==> config.mk <==
export PLATFORM = sky130hd
export DESIGN_NAME = ip_address_text_parser
export DESIGN_NICKNAME = d
export VERILOG_FILES = /design/src/rtl/iptp_pkg.sv /design/src/rtl/iptp_front.sv /design/src/rtl/iptp_back.sv /design/src/rtl/ip_address_text_parser.sv
export SDC_FILE = /design/constraint.sdc
export NUM_CORES = 1
export LEC_CHECK = 0
export CAP_MARGIN = 20
export CORE_AREA = 3 3 269 324
export CTS_CLUSTER_DIAMETER = 120
export DETAILED_ROUTE_END_ITERATION = 12
export DIE_AREA = 0 0 272 327
export DONT_BUFFER_PORTS = 1
export PLACE_DENSITY = 0.44
export SYNTH_ARGS = -nofsm -noshare
export SYNTH_HDL_FRONTEND = slang
export SYNTH_SLANG_ARGS = --single-unit
==> constraint.sdc <==
create_clock -name clock -period 6.1 [get_ports clock]
set_input_delay 1.22 -clock clock [delete_from_list [all_inputs] [get_ports clock]]
set_output_delay 1.22 -clock clock [all_outputs]
set_load 0.01 [all_outputs]
==> src/rtl/iptp_pkg.sv <==
// ----------------------------------------------------------------------------
// iptp_pkg: shared types and constants for the address text parser
// Character classes, parser phases and the item passed from front to back.
// ----------------------------------------------------------------------------
package iptp_pkg;

   localparam int unsigned QueueDepth = 4;

   // parser phases
   localparam logic [2:0] PH_RUN   = 3'd0;
   localparam logic [2:0] PH_FAIL  = 3'd1;
   localparam logic [2:0] PH_END   = 3'd2;
   localparam logic [2:0] PH_SLASH = 3'd3;
   localparam logic [2:0] PH_OTHER = 3'd4;

   // prefix reader phases
   localparam logic [1:0] PX_WAIT = 2'd0;
   localparam logic [1:0] PX_WS   = 2'd1;
   localparam logic [1:0] PX_DIG  = 2'd2;
   localparam logic [1:0] PX_DONE = 2'd3;

   localparam logic [7:0] CH_NUL   = 8'h00;
   localparam logic [7:0] CH_COLON = 8'h3A;
   localparam logic [7:0] CH_DOT   = 8'h2E;
   localparam logic [7:0] CH_SLASH = 8'h2F;

   // item from front to back: a character with its end marker
   typedef struct packed {
      logic [7:0] ch;
      logic       last;
   } item_type;

   function automatic logic [2:0] stop_kind(input logic [7:0] c);
      if (c == CH_NUL) begin
         return PH_END;
      end else if (c == CH_SLASH) begin
         return PH_SLASH;
      end
      return PH_OTHER;
   endfunction

   function automatic logic is_dec(input logic [7:0] c);
      return (c >= 8'h30) && (c <= 8'h39);
   endfunction

endpackage

==> src/rtl/iptp_front.sv <==
// ----------------------------------------------------------------------------
// iptp_front: input stage with item queue
// Accepts characters, folds embedded NUL, and queues items for the back end.
// ----------------------------------------------------------------------------
module iptp_front
   import iptp_pkg::*;
#(
   parameter int unsigned DEPTH = QueueDepth
) (
   input  logic       clock,
   input  logic       reset,
   input  logic       in_valid,
   output logic       in_ready,
   input  logic [7:0] in_ch,
   input  logic       in_last,
   output logic       q_valid,
   input  logic       q_ready,
   output item_type   q_item
);
   localparam int unsigned AW = (DEPTH > 1) ? $clog2(DEPTH) : 1;

   item_type         mem_ff [DEPTH];
   logic [AW-1:0]    wp_ff, wp_in, rp_ff, rp_in;
   logic [AW:0]      cnt_ff, cnt_in;
   logic             ended_ff, ended_in;
   logic             push, pop;
   item_type         push_item;

   assign in_ready = (cnt_ff != (AW+1)'(DEPTH));
   assign q_valid  = (cnt_ff != '0);
   assign q_item   = mem_ff[rp_ff];
   assign push     = in_valid && in_ready;
   assign pop      = q_valid && q_ready;

   // classify: after a NUL every character reads as NUL until the end
   always_comb begin
      push_item.ch   = ended_ff ? CH_NUL : in_ch;
      push_item.last = in_last;
      ended_in = ended_ff;
      if (push) begin
         ended_in = in_last ? 1'b0 : (ended_ff || (in_ch == CH_NUL));
      end
      wp_in  = wp_ff;
      rp_in  = rp_ff;
      if (push) wp_in = (wp_ff == AW'(DEPTH-1)) ? '0 : wp_ff + 1'b1;
      if (pop)  rp_in = (rp_ff == AW'(DEPTH-1)) ? '0 : rp_ff + 1'b1;
      cnt_in = cnt_ff + (AW+1)'(push) - (AW+1)'(pop);
   end

   always_ff @(posedge clock) begin
      if (push) begin
         mem_ff[wp_ff] <= push_item;
      end
   end

   always_ff @(posedge clock) begin
      if (reset) begin
         wp_ff    <= '0;
         rp_ff    <= '0;
         cnt_ff   <= '0;
         ended_ff <= 1'b0;
      end else begin
         wp_ff    <= wp_in;
         rp_ff    <= rp_in;
         cnt_ff   <= cnt_in;
         ended_ff <= ended_in;
      end
   end

endmodule

==> src/rtl/iptp_back.sv <==
// ----------------------------------------------------------------------------
// iptp_back: parser engine
// Runs the IPv4 and IPv6 parsers and the prefix reader, builds the result.
// A last item is processed as its own character followed by three NUL flushes.
// ----------------------------------------------------------------------------
module iptp_back
   import iptp_pkg::*;
(
   input  logic        clock,
   input  logic        reset,
   input  logic        q_valid,
   output logic        q_ready,
   input  item_type    q_item,
   output logic        out_valid,
   input  logic        out_ready,
   output logic        out_ok,
   output logic        out_v6,
   output logic [63:0] out_hi,
   output logic [63:0] out_lo,
   output logic [6:0]  out_plen
);
   // parser state
   logic [7:0]  v4o_ff [4];
   logic [7:0]  v4o_in [4];
   logic [8:0]  v4a_ff, v4a_in;
   logic [2:0]  v4c_ff, v4c_in;
   logic [2:0]  v4p_ff, v4p_in;
   logic [15:0] v6g_ff [8];
   logic [15:0] v6g_in [8];
   logic [3:0]  v6b_ff, v6b_in, v6f_ff, v6f_in;
   logic [16:0] v6a_ff, v6a_in;
   logic [2:0]  v6p_ff, v6p_in;
   logic        dc_ff, dc_in, skip_ff, skip_in, st_ff, st_in;
   logic [7:0]  la0_ff, la0_in, la1_ff, la1_in;
   logic [1:0]  lc_ff, lc_in;
   logic [1:0]  scd_ff, scd_in;
   logic [7:0]  pa_ff, pa_in;
   logic [1:0]  pp_ff, pp_in;
   logic        pn_ff, pn_in;
   logic [1:0]  fl_ff, fl_in;      // flush NULs still to feed
   logic        busy_ff, busy_in;  // flushing
   logic        fin;               // last flush this cycle

   // result register
   logic        ov_ff;
   logic        ook_ff, ov6_ff;
   logic [63:0] ohi_ff, olo_ff;
   logic [6:0]  opl_ff;

   logic        take, fire;
   logic [7:0]  c;

   assign take  = q_valid && q_ready;
   assign q_ready = !busy_ff && (!ov_ff || out_ready);
   assign fire  = take || busy_ff;
   assign c     = busy_ff ? CH_NUL : q_item.ch;
   assign fin   = busy_ff && (fl_ff == 2'd1);

   assign out_valid = ov_ff;
   assign out_ok    = ook_ff;
   assign out_v6    = ov6_ff;
   assign out_hi    = ohi_ff;
   assign out_lo    = olo_ff;
   assign out_plen  = opl_ff;

   // one step of the parsers
   always_comb begin
      logic [7:0]  p0, p1;
      logic [4:0]  h;
      logic        hv, dg;
      logic [20:0] t6;
      logic [12:0] t4;
      logic [3:0]  tot;
      logic [11:0] pv;
      logic        ws;
      for (int i = 0; i < 4; i++) v4o_in[i] = v4o_ff[i];
      for (int i = 0; i < 8; i++) v6g_in[i] = v6g_ff[i];
      v4a_in = v4a_ff; v4c_in = v4c_ff; v4p_in = v4p_ff;
      v6b_in = v6b_ff; v6f_in = v6f_ff; v6a_in = v6a_ff; v6p_in = v6p_ff;
      dc_in = dc_ff; skip_in = skip_ff; st_in = st_ff;
      la0_in = la0_ff; la1_in = la1_ff; lc_in = lc_ff; scd_in = scd_ff;
      pa_in = pa_ff; pp_in = pp_ff; pn_in = pn_ff;
      fl_in = fl_ff; busy_in = busy_ff;
      p0 = la0_ff; p1 = la1_ff;
      h = '0; hv = 1'b0; dg = 1'b0; t6 = '0; t4 = '0; tot = '0; pv = '0; ws = 1'b0;

      if (fire) begin
         // classify and prefix reader
         if (c == CH_COLON) scd_in[0] = 1'b1;
         if (c == CH_DOT)   scd_in[1] = 1'b1;
         dg = is_dec(c);
         ws = (c == 8'h20) || ((c >= 8'd9) && (c <= 8'd13));
         pv = {4'd0, pa_ff} * 12'd10 + {8'd0, c[3:0]};
         unique case (pp_ff)
            PX_WAIT: if (c == CH_SLASH) pp_in = PX_WS;
            PX_WS: begin
               if (ws) begin
                  pp_in = PX_WS;
               end else if (c == 8'h2B) begin
                  pp_in = PX_DIG;
               end else if (c == 8'h2D) begin
                  pn_in = 1'b1; pp_in = PX_DIG;
               end else if (!dg) begin
                  pp_in = PX_DONE;
               end else begin
                  pp_in = PX_DIG;
                  pa_in = (pv > 12'd255) ? 8'd255 : pv[7:0];
               end
            end
            PX_DIG: begin
               if (dg) pa_in = (pv > 12'd255) ? 8'd255 : pv[7:0];
               else    pp_in = PX_DONE;
            end
            default: pp_in = PX_DONE;
         endcase

         if (lc_ff < 2'd2) begin
            if (lc_ff == 2'd0) la0_in = c; else la1_in = c;
            lc_in = lc_ff + 2'd1;
         end else begin
            // IPv6 step on p0 with lookahead p1, c
            if (v6p_ff == PH_RUN) begin
               if (skip_ff) begin
                  skip_in = 1'b0;
               end else begin
                  hv = 1'b1;
                  if (is_dec(p0)) h = {1'b0, p0[3:0]};
                  else if (p0 >= 8'h41 && p0 <= 8'h46) h = 5'(p0 - 8'h37);
                  else if (p0 >= 8'h61 && p0 <= 8'h66) h = 5'(p0 - 8'h57);
                  else hv = 1'b0;
                  if (hv) begin
                     t6 = {v6a_ff, 4'd0} + {16'd0, h};
                     v6a_in = (t6 > 21'd65536) ? 17'd65536 : t6[16:0];
                  end else if (v6a_ff > 17'd65535) begin
                     v6p_in = PH_FAIL;
                  end else begin
                     tot = v6b_ff + v6f_ff;
                     if (!st_ff) begin
                        v6g_in[tot[2:0]] = v6a_ff[15:0];
                        if (dc_ff) v6f_in = v6f_ff + 4'd1;
                        else       v6b_in = v6b_ff + 4'd1;
                        tot = tot + 4'd1;
                     end
                     if (p0 != CH_COLON || tot == 4'd8) begin
                        v6p_in = stop_kind(p0);
                     end else if (p1 == CH_COLON) begin
                        if (dc_ff || c == CH_COLON) begin
                           v6p_in = PH_OTHER;
                        end else begin
                           dc_in = 1'b1; skip_in = 1'b1; v6a_in = '0;
                        end
                     end else if (st_ff) begin
                        v6p_in = PH_FAIL;
                     end else begin
                        v6a_in = '0;
                     end
                  end
               end
            end
            // IPv4 step on p0 with lookahead p1
            if (v4p_ff == PH_RUN) begin
               if (is_dec(p0)) begin
                  t4 = {1'b0, v4a_ff, 3'd0} + {3'd0, v4a_ff, 1'b0} + {9'd0, p0[3:0]};
                  v4a_in = (t4 > 13'd256) ? 9'd256 : t4[8:0];
               end else if (v4a_ff > 9'd255) begin
                  v4p_in = PH_FAIL;
               end else begin
                  v4o_in[v4c_ff[1:0]] = v4a_ff[7:0];
                  v4c_in = v4c_ff + 3'd1;
                  if (p0 != CH_DOT || p1 == CH_DOT) begin
                     v4p_in = stop_kind(p0);
                  end else begin
                     v4a_in = '0;
                     if (v4c_ff >= 3'd3) v4p_in = stop_kind(p1);
                  end
               end
            end
            st_in  = 1'b0;
            la0_in = la1_ff;
            la1_in = c;
         end

         // flush sequencing
         if (take && q_item.last) begin
            busy_in = 1'b1; fl_in = 2'd3;
         end else if (busy_ff) begin
            fl_in = fl_ff - 2'd1;
            if (fl_ff == 2'd1) busy_in = 1'b0;
         end
      end
   end

   // final result from the state after the last flush
   logic        r_ok, r_v6;
   logic [63:0] r_hi, r_lo;
   logic [6:0]  r_pl, r_mx;
   logic [2:0]  r_ph;
   logic [3:0]  r_tot;
   always_comb begin
      logic [3:0] src;
      logic [15:0] g;
      r_v6  = scd_in[0];
      r_hi  = '0; r_lo = '0; r_pl = '0;
      r_tot = v6b_in + v6f_in;
      src = '0; g = '0;
      if (r_v6) begin
         r_ph = v6p_in; r_mx = 7'd64;
         r_ok = (r_ph == PH_END || r_ph == PH_SLASH) &&
                (dc_in ? (r_tot < 4'd8) : (r_tot == 4'd8));
         if (r_ok) begin
            for (int k = 0; k < 8; k++) begin
               g = '0;
               src = v6b_in + 4'(k) - (4'd8 - v6f_in);
               if (4'(k) < v6b_in) g = v6g_in[k];
               else if (4'(k) >= 4'd8 - v6f_in) g = v6g_in[src[2:0]];
               if (k < 4) r_hi[63-16*k -: 16] = g;
               else       r_lo[63-16*(k-4) -: 16] = g;
            end
         end
      end else begin
         r_ph = v4p_in; r_mx = 7'd32;
         r_ok = scd_in[1] && (r_ph == PH_END || r_ph == PH_SLASH);
         if (r_ok) begin
            for (int k = 0; k < 4; k++) r_hi[63-8*k -: 8] = v4o_in[k];
         end
      end
      if (r_ok) begin
         r_pl = r_mx;
         if (r_ph == PH_SLASH && !pn_in && pa_in >= 8'd1 && pa_in <= {1'b0, r_mx})
            r_pl = pa_in[6:0];
      end
   end

   always_ff @(posedge clock) begin
      if (fin) begin
         ook_ff <= r_ok; ov6_ff <= r_v6;
         ohi_ff <= r_hi; olo_ff <= r_lo; opl_ff <= r_pl;
      end
   end

   // state registers; clear everything after the result is captured
   always_ff @(posedge clock) begin
      if (reset || fin) begin
         for (int i = 0; i < 4; i++) v4o_ff[i] <= '0;
         for (int i = 0; i < 8; i++) v6g_ff[i] <= '0;
         v4a_ff <= '0; v4c_ff <= '0; v4p_ff <= PH_RUN;
         v6b_ff <= '0; v6f_ff <= '0; v6a_ff <= '0; v6p_ff <= PH_RUN;
         dc_ff <= 1'b0; skip_ff <= 1'b0; st_ff <= 1'b1;
         la0_ff <= '0; la1_ff <= '0; lc_ff <= '0; scd_ff <= '0;
         pa_ff <= '0; pp_ff <= PX_WAIT; pn_ff <= 1'b0;
         fl_ff <= '0; busy_ff <= 1'b0;
      end else begin
         for (int i = 0; i < 4; i++) v4o_ff[i] <= v4o_in[i];
         for (int i = 0; i < 8; i++) v6g_ff[i] <= v6g_in[i];
         v4a_ff <= v4a_in; v4c_ff <= v4c_in; v4p_ff <= v4p_in;
         v6b_ff <= v6b_in; v6f_ff <= v6f_in; v6a_ff <= v6a_in; v6p_ff <= v6p_in;
         dc_ff <= dc_in; skip_ff <= skip_in; st_ff <= st_in;
         la0_ff <= la0_in; la1_ff <= la1_in; lc_ff <= lc_in; scd_ff <= scd_in;
         pa_ff <= pa_in; pp_ff <= pp_in; pn_ff <= pn_in;
         fl_ff <= fl_in; busy_ff <= busy_in;
      end
   end

   // result valid
   always_ff @(posedge clock) begin
      if (reset) begin
         ov_ff <= 1'b0;
      end else if (fin) begin
         ov_ff <= 1'b1;
      end else if (out_ready) begin
         ov_ff <= 1'b0;
      end
   end

endmodule

==> src/rtl/ip_address_text_parser.sv <==
// ----------------------------------------------------------------------------
// ip_address_text_parser: IPv4 / IPv6 address text parser
// The result is registered after the last character passes through the queue
// and the engine runs its own step and three flush steps.
// Throughput: one character per cycle unless the engine is flushing or a
// result waits; a last character holds the engine while the lookahead is NUL-flushed.
// Reset: synchronous, active high; clears queue, parser state and result valid.
// ----------------------------------------------------------------------------
module ip_address_text_parser
   import iptp_pkg::*;
#(
   parameter int unsigned QUEUE_DEPTH = QueueDepth
) (
   input  logic         clock,
   input  logic         reset,
   input  logic         req_tvalid,
   output logic         req_tready,
   input  logic [7:0]   req_tdata,   // [7:0] ch
   input  logic         req_tlast,
   output logic         rsp_tvalid,
   input  logic         rsp_tready,
   output logic [143:0] rsp_tdata    // [0] valid_res [1] is_ipv6 [65:2] addr_high
                                     // [129:66] addr_low [136:130] prefix_len
);
   logic        q_valid, q_ready;
   item_type    q_item;
   logic        ok, v6;
   logic [63:0] hi, lo;
   logic [6:0]  pl;

   iptp_front #(.DEPTH(QUEUE_DEPTH)) u_front (
      .clock, .reset,
      .in_valid(req_tvalid), .in_ready(req_tready),
      .in_ch(req_tdata), .in_last(req_tlast),
      .q_valid, .q_ready, .q_item
   );

   iptp_back u_back (
      .clock, .reset,
      .q_valid, .q_ready, .q_item,
      .out_valid(rsp_tvalid), .out_ready(rsp_tready),
      .out_ok(ok), .out_v6(v6), .out_hi(hi), .out_lo(lo), .out_plen(pl)
   );

   assign rsp_tdata = {7'd0, pl, lo, hi, v6, ok};

endmodule

======== Yosys cells after proc, flatten, opt, wreduce, memory -nomap -nowiden ========
Memories as Yosys holds them, arrays and structs flattened. A register that Yosys moved wholly into a read port is not among the register bits.
Index checks and enable logic that the tools add are counted.
storage, ports and cells
  bits in writable memories ............... 196
  flip-flop bits (word level) ............. 226
  word-level logic and storage cells ...... 462
  output and inout bits ................... 146
  input port bits ......................... 13
  memories kept ........................... 3
memories
  name            words  bits a word  read ports  clocked after Yosys merged registers in  wr ports  line              text
  u_back.v6g_ff   8      16           8           0                                        8         iptp_back.sv:28   logic [15:0] v6g_ff [8];
  u_front.mem_ff  4      9            1           1                                        1         iptp_front.sv:22  item_type mem_ff [DEPTH];
  u_back.v4o_ff   4      8            4           0                                        4         iptp_back.sv:23   logic [7:0] v4o_ff [4];
operators by class
  multipliers ............................. 1
  reductions and logical operators ........ 51
  $add $sub $neg .......................... 34
  bitwise operators ....................... 26
  equality and inequality tests ........... 35
  order comparisons ....................... 48
  multiplexer cells ....................... 234
operators by type and width
  kind                                                                    number
  128-bit two-way mux                                                     7
  16-bit two-way mux                                                      41
  16-bit binary-select mux with 3-bit select                              8
  32-bit two-way mux                                                      7
  8-bit two-way mux                                                       17
  128-bit bitwise mux                                                     1
  17-bit two-way mux                                                      7
  4-bit two-way mux                                                       23
  8-bit by 6-bit equality test with 1-bit output, second input constant   10
  3-bit two-way mux                                                       25
  1-bit two-way mux                                                       67
  64-bit two-way mux                                                      1
  16-bit demux with 3-bit select                                          1
  4-bit >= comparator, second input constant                              9
  9-bit two-way mux                                                       4
  3-bit inverter with 4-bit output                                        9
  5-bit two-way mux                                                       7
  32-bit bitwise mux                                                      1
  8-bit zero test                                                         3
  2-bit two-way mux                                                       12
  3-bit subtractor                                                        8
  21-bit by 5-bit adder with 21-bit output                                1
  21-bit by 17-bit > comparator with 1-bit output, second input constant  1
  17-bit by 16-bit > comparator with 1-bit output, second input constant  1
  65 further kinds                                                        158

======== Longest topological paths before layout ========
  depth after elaboration ................. 37
  mapped depth ............................ 21
  gate-level depth less buffers ........... 19

======== Cells and area by module ========
Synthesis repeated with hierarchy kept, for this count alone.
second synthesis, totals
  cells, all modules ...................... 2557
  area total of the unflattened synthesis .. 25399.4 um^2
by module, submodules not included
  module                  sequential area each (um^2)  cells an instance  instances  area each (um^2)
  iptp_back               8938.6                       2435               1          23422.5
  iptp_front              1281.2                       112                1          1905.6
  ip_address_text_parser  0.0                          10                 1          71.3

======== Worst setup path after synthesis ========
No wires, ideal clock.
  path type ............................... input-to-reg
  start point ............................. in rsp_tready
  end point ............................... reg u_back.ohi_ff[38] (netlist: u_back.out_hi[38]), data pin
  path slack .............................. 0.440 ns
  setup time .............................. 0.275 ns
  stages .................................. 16
  path buffers ............................ 2
  arrival time ............................ 5.385 ns
  required time ........................... 5.825 ns
  path through ............................ or3b_2 nand3_2 or3_1 buf_6 nor4_1 mux2i_1 inv_1 ha_1 a21o_1 a21oi_1 xnor3_1 mux2i_2 nand2b_4 clkbuf_1 o32a_1 o221ai_1
on the way
  cells in the longest elaborated chain, start to end .. 15
  elaborated cells on any way between the ends .. 38
  those cells by class .................... 4 x add/sub; 3 x order compare; 5 x eq/ne; 17 x mux; 1 x bitwise; 8 x reduce/logical
ends and longest elaborated chain
  what                                                    line                          text
  start: declaration                                      ip_address_text_parser.sv:21  input logic rsp_tready,
  1-bit logical OR (*)                                    iptp_back.sv:54               assign q_ready = !busy_ff && (!ov_ff || out_ready);
  1-bit logical AND (*)                                   iptp_back.sv:54
  1-bit logical AND (*)                                   iptp_back.sv:53               assign take = q_valid && q_ready;
  1-bit logical OR (*)                                    iptp_back.sv:55               assign fire = take || busy_ff;
  4-bit two-way mux (*)                                   iptp_back.sv:87               if (fire) begin
  via u_back.v6b_in[1]                                    iptp_back.sv:30               logic [3:0] v6b_ff, v6b_in, v6f_ff, v6f_in;
  3-bit by 1-bit adder with 3-bit output                  iptp_back.sv:213              src = v6b_in + 4'(k) - (4'd8 - v6f_in);
  3-bit subtractor                                        iptp_back.sv:213
  3-bit inverter with 4-bit output (implied by the code)  iptp_back.sv:215              else if (4'(k) >= 4'd8 - v6f_in) g = v6g_in[src[2:0]];
  16-bit binary-select mux with 3-bit select              iptp_back.sv:215
  16-bit two-way mux (implied by the code) (2 in series)  iptp_back.sv:215
  16-bit two-way mux                                      iptp_back.sv:215
  16-bit two-way mux                                      iptp_back.sv:214              if (4'(k) < v6b_in) g = v6g_in[k];
  64-bit two-way mux (*)                                  iptp_back.sv:210              if (r_ok) begin
  32-bit two-way mux (*)                                  iptp_back.sv:206              if (r_v6) begin
  via u_back.r_hi[38]                                     iptp_back.sv:195              logic [63:0] r_hi, r_lo;
  end signal: assignment                                  iptp_back.sv:237              ohi_ff <= r_hi; olo_ff <= r_lo; opl_ff <= r_pl;
  end: declaration                                        iptp_back.sv:47               logic [63:0] ohi_ff, olo_ff;
Mark *: on every way through the listed nets, which the timed path passes. The rest lies on a longest branch. The select of a mux whose other input is x is not followed.
A chain may end at the register's enable or synchronous reset.

======== Worst setup path after layout ========
  start point ............................. reg u_back.la0_ff[0]
  end point ............................... reg u_back.ohi_ff[50] (netlist: u_back.out_hi[50]), data pin
on the way
  cells in the longest elaborated chain, start to end .. 24
  elaborated cells on any way between the ends .. 104
  those cells by class .................... 3 x add/sub; 9 x order compare; 8 x eq/ne; 73 x mux; 1 x bitwise; 10 x reduce/logical
ends and longest elaborated chain
  what                                                                                                                                line              text
  start: declaration                                                                                                                  iptp_back.sv:34   logic [7:0] la0_ff, la0_in, la1_ff, la1_in;
  start signal: assignment                                                                                                            iptp_back.sv:258  la0_ff <= la0_in; la1_ff <= la1_in; lc_ff <= lc_in; scd_ff <= scd_in;
  8-bit by 7-bit >= comparator with 1-bit output / 8-bit by 7-bit less-or-equal comparator with 1-bit output (equally long branches)  iptp_back.sv:129  else if (p0 >= 8'h61 && p0 <= 8'h66) h = 5'(p0 - 8'h57);
  1-bit logical AND                                                                                                                   iptp_back.sv:129
  1-bit two-way mux                                                                                                                   iptp_back.sv:129
  1-bit two-way mux                                                                                                                   iptp_back.sv:128  else if (p0 >= 8'h41 && p0 <= 8'h46) h = 5'(p0 - 8'h37);
  1-bit two-way mux (*)                                                                                                               iptp_back.sv:127  if (is_dec(p0)) h = {1'b0, p0[3:0]};
  1-bit two-way mux (*)                                                                                                               iptp_back.sv:123  if (skip_ff) begin
  1-bit two-way mux (*)                                                                                                               iptp_back.sv:122  if (v6p_ff == PH_RUN) begin
  1-bit two-way mux (*)                                                                                                               iptp_back.sv:117  if (lc_ff < 2'd2) begin
  [6 not listed]                                                                                                                      -
  via u_back.v6f_in[0]                                                                                                                iptp_back.sv:30
  [2 not listed]                                                                                                                      -
  3-bit inverter with 4-bit output (implied by the code)                                                                              iptp_back.sv:215
  16-bit binary-select mux with 3-bit select                                                                                          iptp_back.sv:215
  16-bit two-way mux (implied by the code) (2 in series)                                                                              iptp_back.sv:215
  16-bit two-way mux                                                                                                                  iptp_back.sv:215
  16-bit two-way mux                                                                                                                  iptp_back.sv:214
  64-bit two-way mux (*)                                                                                                              iptp_back.sv:210
  32-bit two-way mux (*)                                                                                                              iptp_back.sv:206
  via u_back.r_hi[50]                                                                                                                 iptp_back.sv:195
Marked as above.

==> flow_metrics.tcl <==
set metrics [dict create \
    yosys.area.top_type "edfxtp_1" \
    totalWireLength_mm 94.48 \
    whs_ps 490.3 \
    powerDensity_nw_per_um2 302.2 \
    clock-sinks 424 \
    hold_buffers 0 \
    rows 117 \
    r2r_cells 14 \
    p_int_uw 5799 \
    nNetsFinal 2669 \
    synth_area_leaders "edfxtp_1 (21%), dfxtp_1 (20%), mux2i_1 (7.3%)" \
    antenna_cells 0 \
    drtIter0Drc 1756 \
    insertion_delay_ps 620 \
    yosysUniqueCellTypes 102 \
    ys_warn_count 0 \
    async_flop_share_pct 0 \
    antenna_found_initial 1 \
    start_kind "flip-flop" \
    final_max_slew_viol_count 0 \
    grt.overflow.total 0 \
    pin_count 159 \
    fp.dieW_um 272 \
    cp.required_ps 6430 \
    dr_wl_met3_mm 5.909 \
    top_layer "met5" \
    synth_top_area_share_pct 20.64 \
    via_count 20840 \
    rsz0062_at_grt "false" \
    hold_start "u_back.skip_ff" \
    hold_viol_final 0 \
    endpoint_kind "flip-flop" \
    wl_met1_mm 39.44 \
    synthTopCellsByCount "nor2_1 (424), dfxtp_1 (251), mux2i_1 (183)" \
    skew_ps 23.56 \
    post-route-period-util_pct 89.05 \
    sequentialPowerShare_pct 38.6 \
    grt_pass1_wl_mm 139.8 \
    synth_most_common_cell "nor2_1" \
    crit_type "reg -> reg" \
    tightest_slew_ps 1034 \
    cts_setup_buffers 0 \
    setup_tns_ps 0 \
    r2r_end "u_back.out_hi[50]" \
    worstHoldEndpoint "u_back.skip_ff" \
    grt_max_degree 140 \
    numCtsBuffers 51 \
    synth-edff-count 173 \
    syn-instance-count 2583 \
    ant_nets 0 \
    regArea_um2 10220 \
    hpwlAfterDp_mm 72.34 \
    clk_path_buf_depth 3 \
    place.gp.congestion 0.9044 \
    setup_violations 0 \
    hold_path_class "reg -> reg" \
    final_layout_size_suffix_gt1_share_pct 15.68 \
    netlist_area_um2 25160 \
    firstDrtPassIters 5 \
    max_freq_mhz 184.1 \
    core_um2 84470 \
    worstPathMaxFanout 38 \
    cap_violations 0 \
    cts_tree "done" \
    p_clk_share_pct 37.5 \
    power.switching_uw 2825 \
    status "complete, no violations" \
    crit_arrival_ps 5770 \
    dieArea_um2 88940 \
    drc 0 \
    grtUsageTotal_pct 20.65 \
    ys_ff_latch 424 \
    final_core_util_pct 33.79 \
    die_h_um 327 \
    sw_frac_of_total_pct 32.76 \
    multi_input_area_um2 13940 \
    dr_wl_met2_mm 46.57 \
    seq_area_frac_synth_pct 40.61 \
    relSlewSlack_pct 30.30 \
    cts-htree-levels 2 \
    fin_area_um2 28540 \
    synth-main-ff-cell "dfxtp_1" \
    cts_root_buf "clkbuf_16" \
    fill_cells 8638 \
    ir_drop_uv 249.2 \
    post_cts_resized 0 \
    whs_path_depth 2 \
    r2r_slack_ps 670 \
    p_comb_share_pct 23.9 \
    via_per_inst 5.572 \
    postPlaceCellArea_um2 26810 \
    period_minus_slack_ps 5432 \
    area_growth_pct 13.42 \
    io_buffers 0 \
    reg2reg_from "u_back.la0_ff[0]" \
    first_global_vias 20510 \
    start_util_pct 29.79 \
    p_leak_uw 0.01094 \
    clk_pin_slew_ps 60 \
    routedWlPerCell_um 25.27 \
    synth_area_per_cell_um2 9.742 \
]
==> per-stage QoR <==
stage / std cells / setup slack, ps / power [uW]
floorplan: 2589 / 440.2 / 4786
global placement: 3642 / 465.2 / 5403
detailed placement: 3644 / 462.9 / 5442
CTS: 3739 / 765.6 / 8720
global route: 3739 / 394.2 / 9033
finish: 3739 / 668.2 / 8624
==> per-layer routing <==
layer | vias up | track usage [%]
met1 | 10370 | 26.31
met5 | - | 0
met3 | 135 | 3.318
li1 | 9588 | -
met2 | 745 | 36.21
met4 | 2 | 5.473
==> cells in the final DEF, fill, tap and decap left out, drive strengths merged, types with 32 or more instances in the layout <==
master  netlist  final
dfxtp       251    251
edfxtp      173    173
mux2         69     69
o221a        32     32
o21ai       133    133
nand2       133    133
a31oi        59     59
mux4         56     56
o22a         46     46
nor2        427    427
nand3        34     34
or3          42     42
a21oi        94     94
clkbuf      138     65
buf          62    125
ha           80     80
mux2i       184    184
nor3         40     40
o22ai        82     82
inv          59     63
nor2b        37     37
==> logic make-up after synthesis <==
logic type | Yosys count | share of synthesized area (%)
simple gates | 838 | 15.66
compound gates | 605 | 16.61
flops | 424 | 40.61
mux | 309 | 15.52
buf+inv | 260 | 4.480
fa+ha+maj | 89 | 4.694
xor+xnor | 57 | 2.407
other cells | 1 | 0.01490
==> sequential cells by signal, summed over array words and instances (netlist names), 3 cells and up, named ones only <==
register	count
u_front.mem_ff	36
u_back.la1_ff	8
u_back.out_plen	7
u_back.out_lo	64
u_back.v6b_ff	4
u_back.out_hi	64
u_back.v4a_ff	9
u_back.v6p_ff	3
u_back.v4c_ff	3
u_back.v6f_ff	4
u_front.cnt_ff	3
u_back.v4o_ff	32
u_back.v6a_ff	17
u_back.pa_ff	8
u_back.v4p_ff	3
u_back.la0_ff	8
u_back.v6g_ff	128
==> power groups by stage <==
| stage | sequential [uW] | clock [uW] | combinational (uW) |
|---|---|---|---|
| global placement | 3380 | 0 | 2020 |
| CTS | 3330 | 3330 | 2060 |
| detailed placement | 3390 | 0 | 2050 |
| global route | 3350 | 3420 | 2260 |
| finish | 3320 | 3240 | 2060 |
| floorplan | 3300 | 0 | 1490 |
==> worst max-delay path, cell delays in order (launching register included) <==
cell and delay, ps:
dfxtp_1 570, inv_1 150, ha_1 260, nand2_1 80, o2111ai_1 240, a21oi_1 380
nand4_1 290, xor2_1 280, inv_1 130, ha_1 430, fa_4 1180, buf_4 300
mux2i_1 380, mux2_2 290, o21ai_0 140
==> worst max-delay path by stage <==
| stage | startpoint | endpoint | cells after the start |
|---|---|---|---|
| CTS | u_back.la0_ff[0] | u_back.out_lo[32] | 17 |
| detailed placement | rsp_tready | u_back.out_hi[50] | 17 |
| global route | flip-flop | u_back.out_plen[4] | 18 |
| finish | u_back.la0_ff[0] | u_back.out_hi[50] | 14 |
| global placement | rsp_tready | u_back.out_hi[14] | 14 |
| floorplan | rsp_tready | u_back.out_hi[38] | 16 |
==> area by class of cell <==
type | instances | area share, %
Clock buffer | 65 | 4.726
Clock inverter | 30 | 1.346
Inverter | 60 | 0.7891
Multi-Input combinational cell | 1905 | 48.84
Sequential cell | 424 | 35.81
Tap cell | 1130 | 4.954
Timing Repair Buffer | 125 | 3.533
No activity file was read; power rests on OpenSTA's default activity.
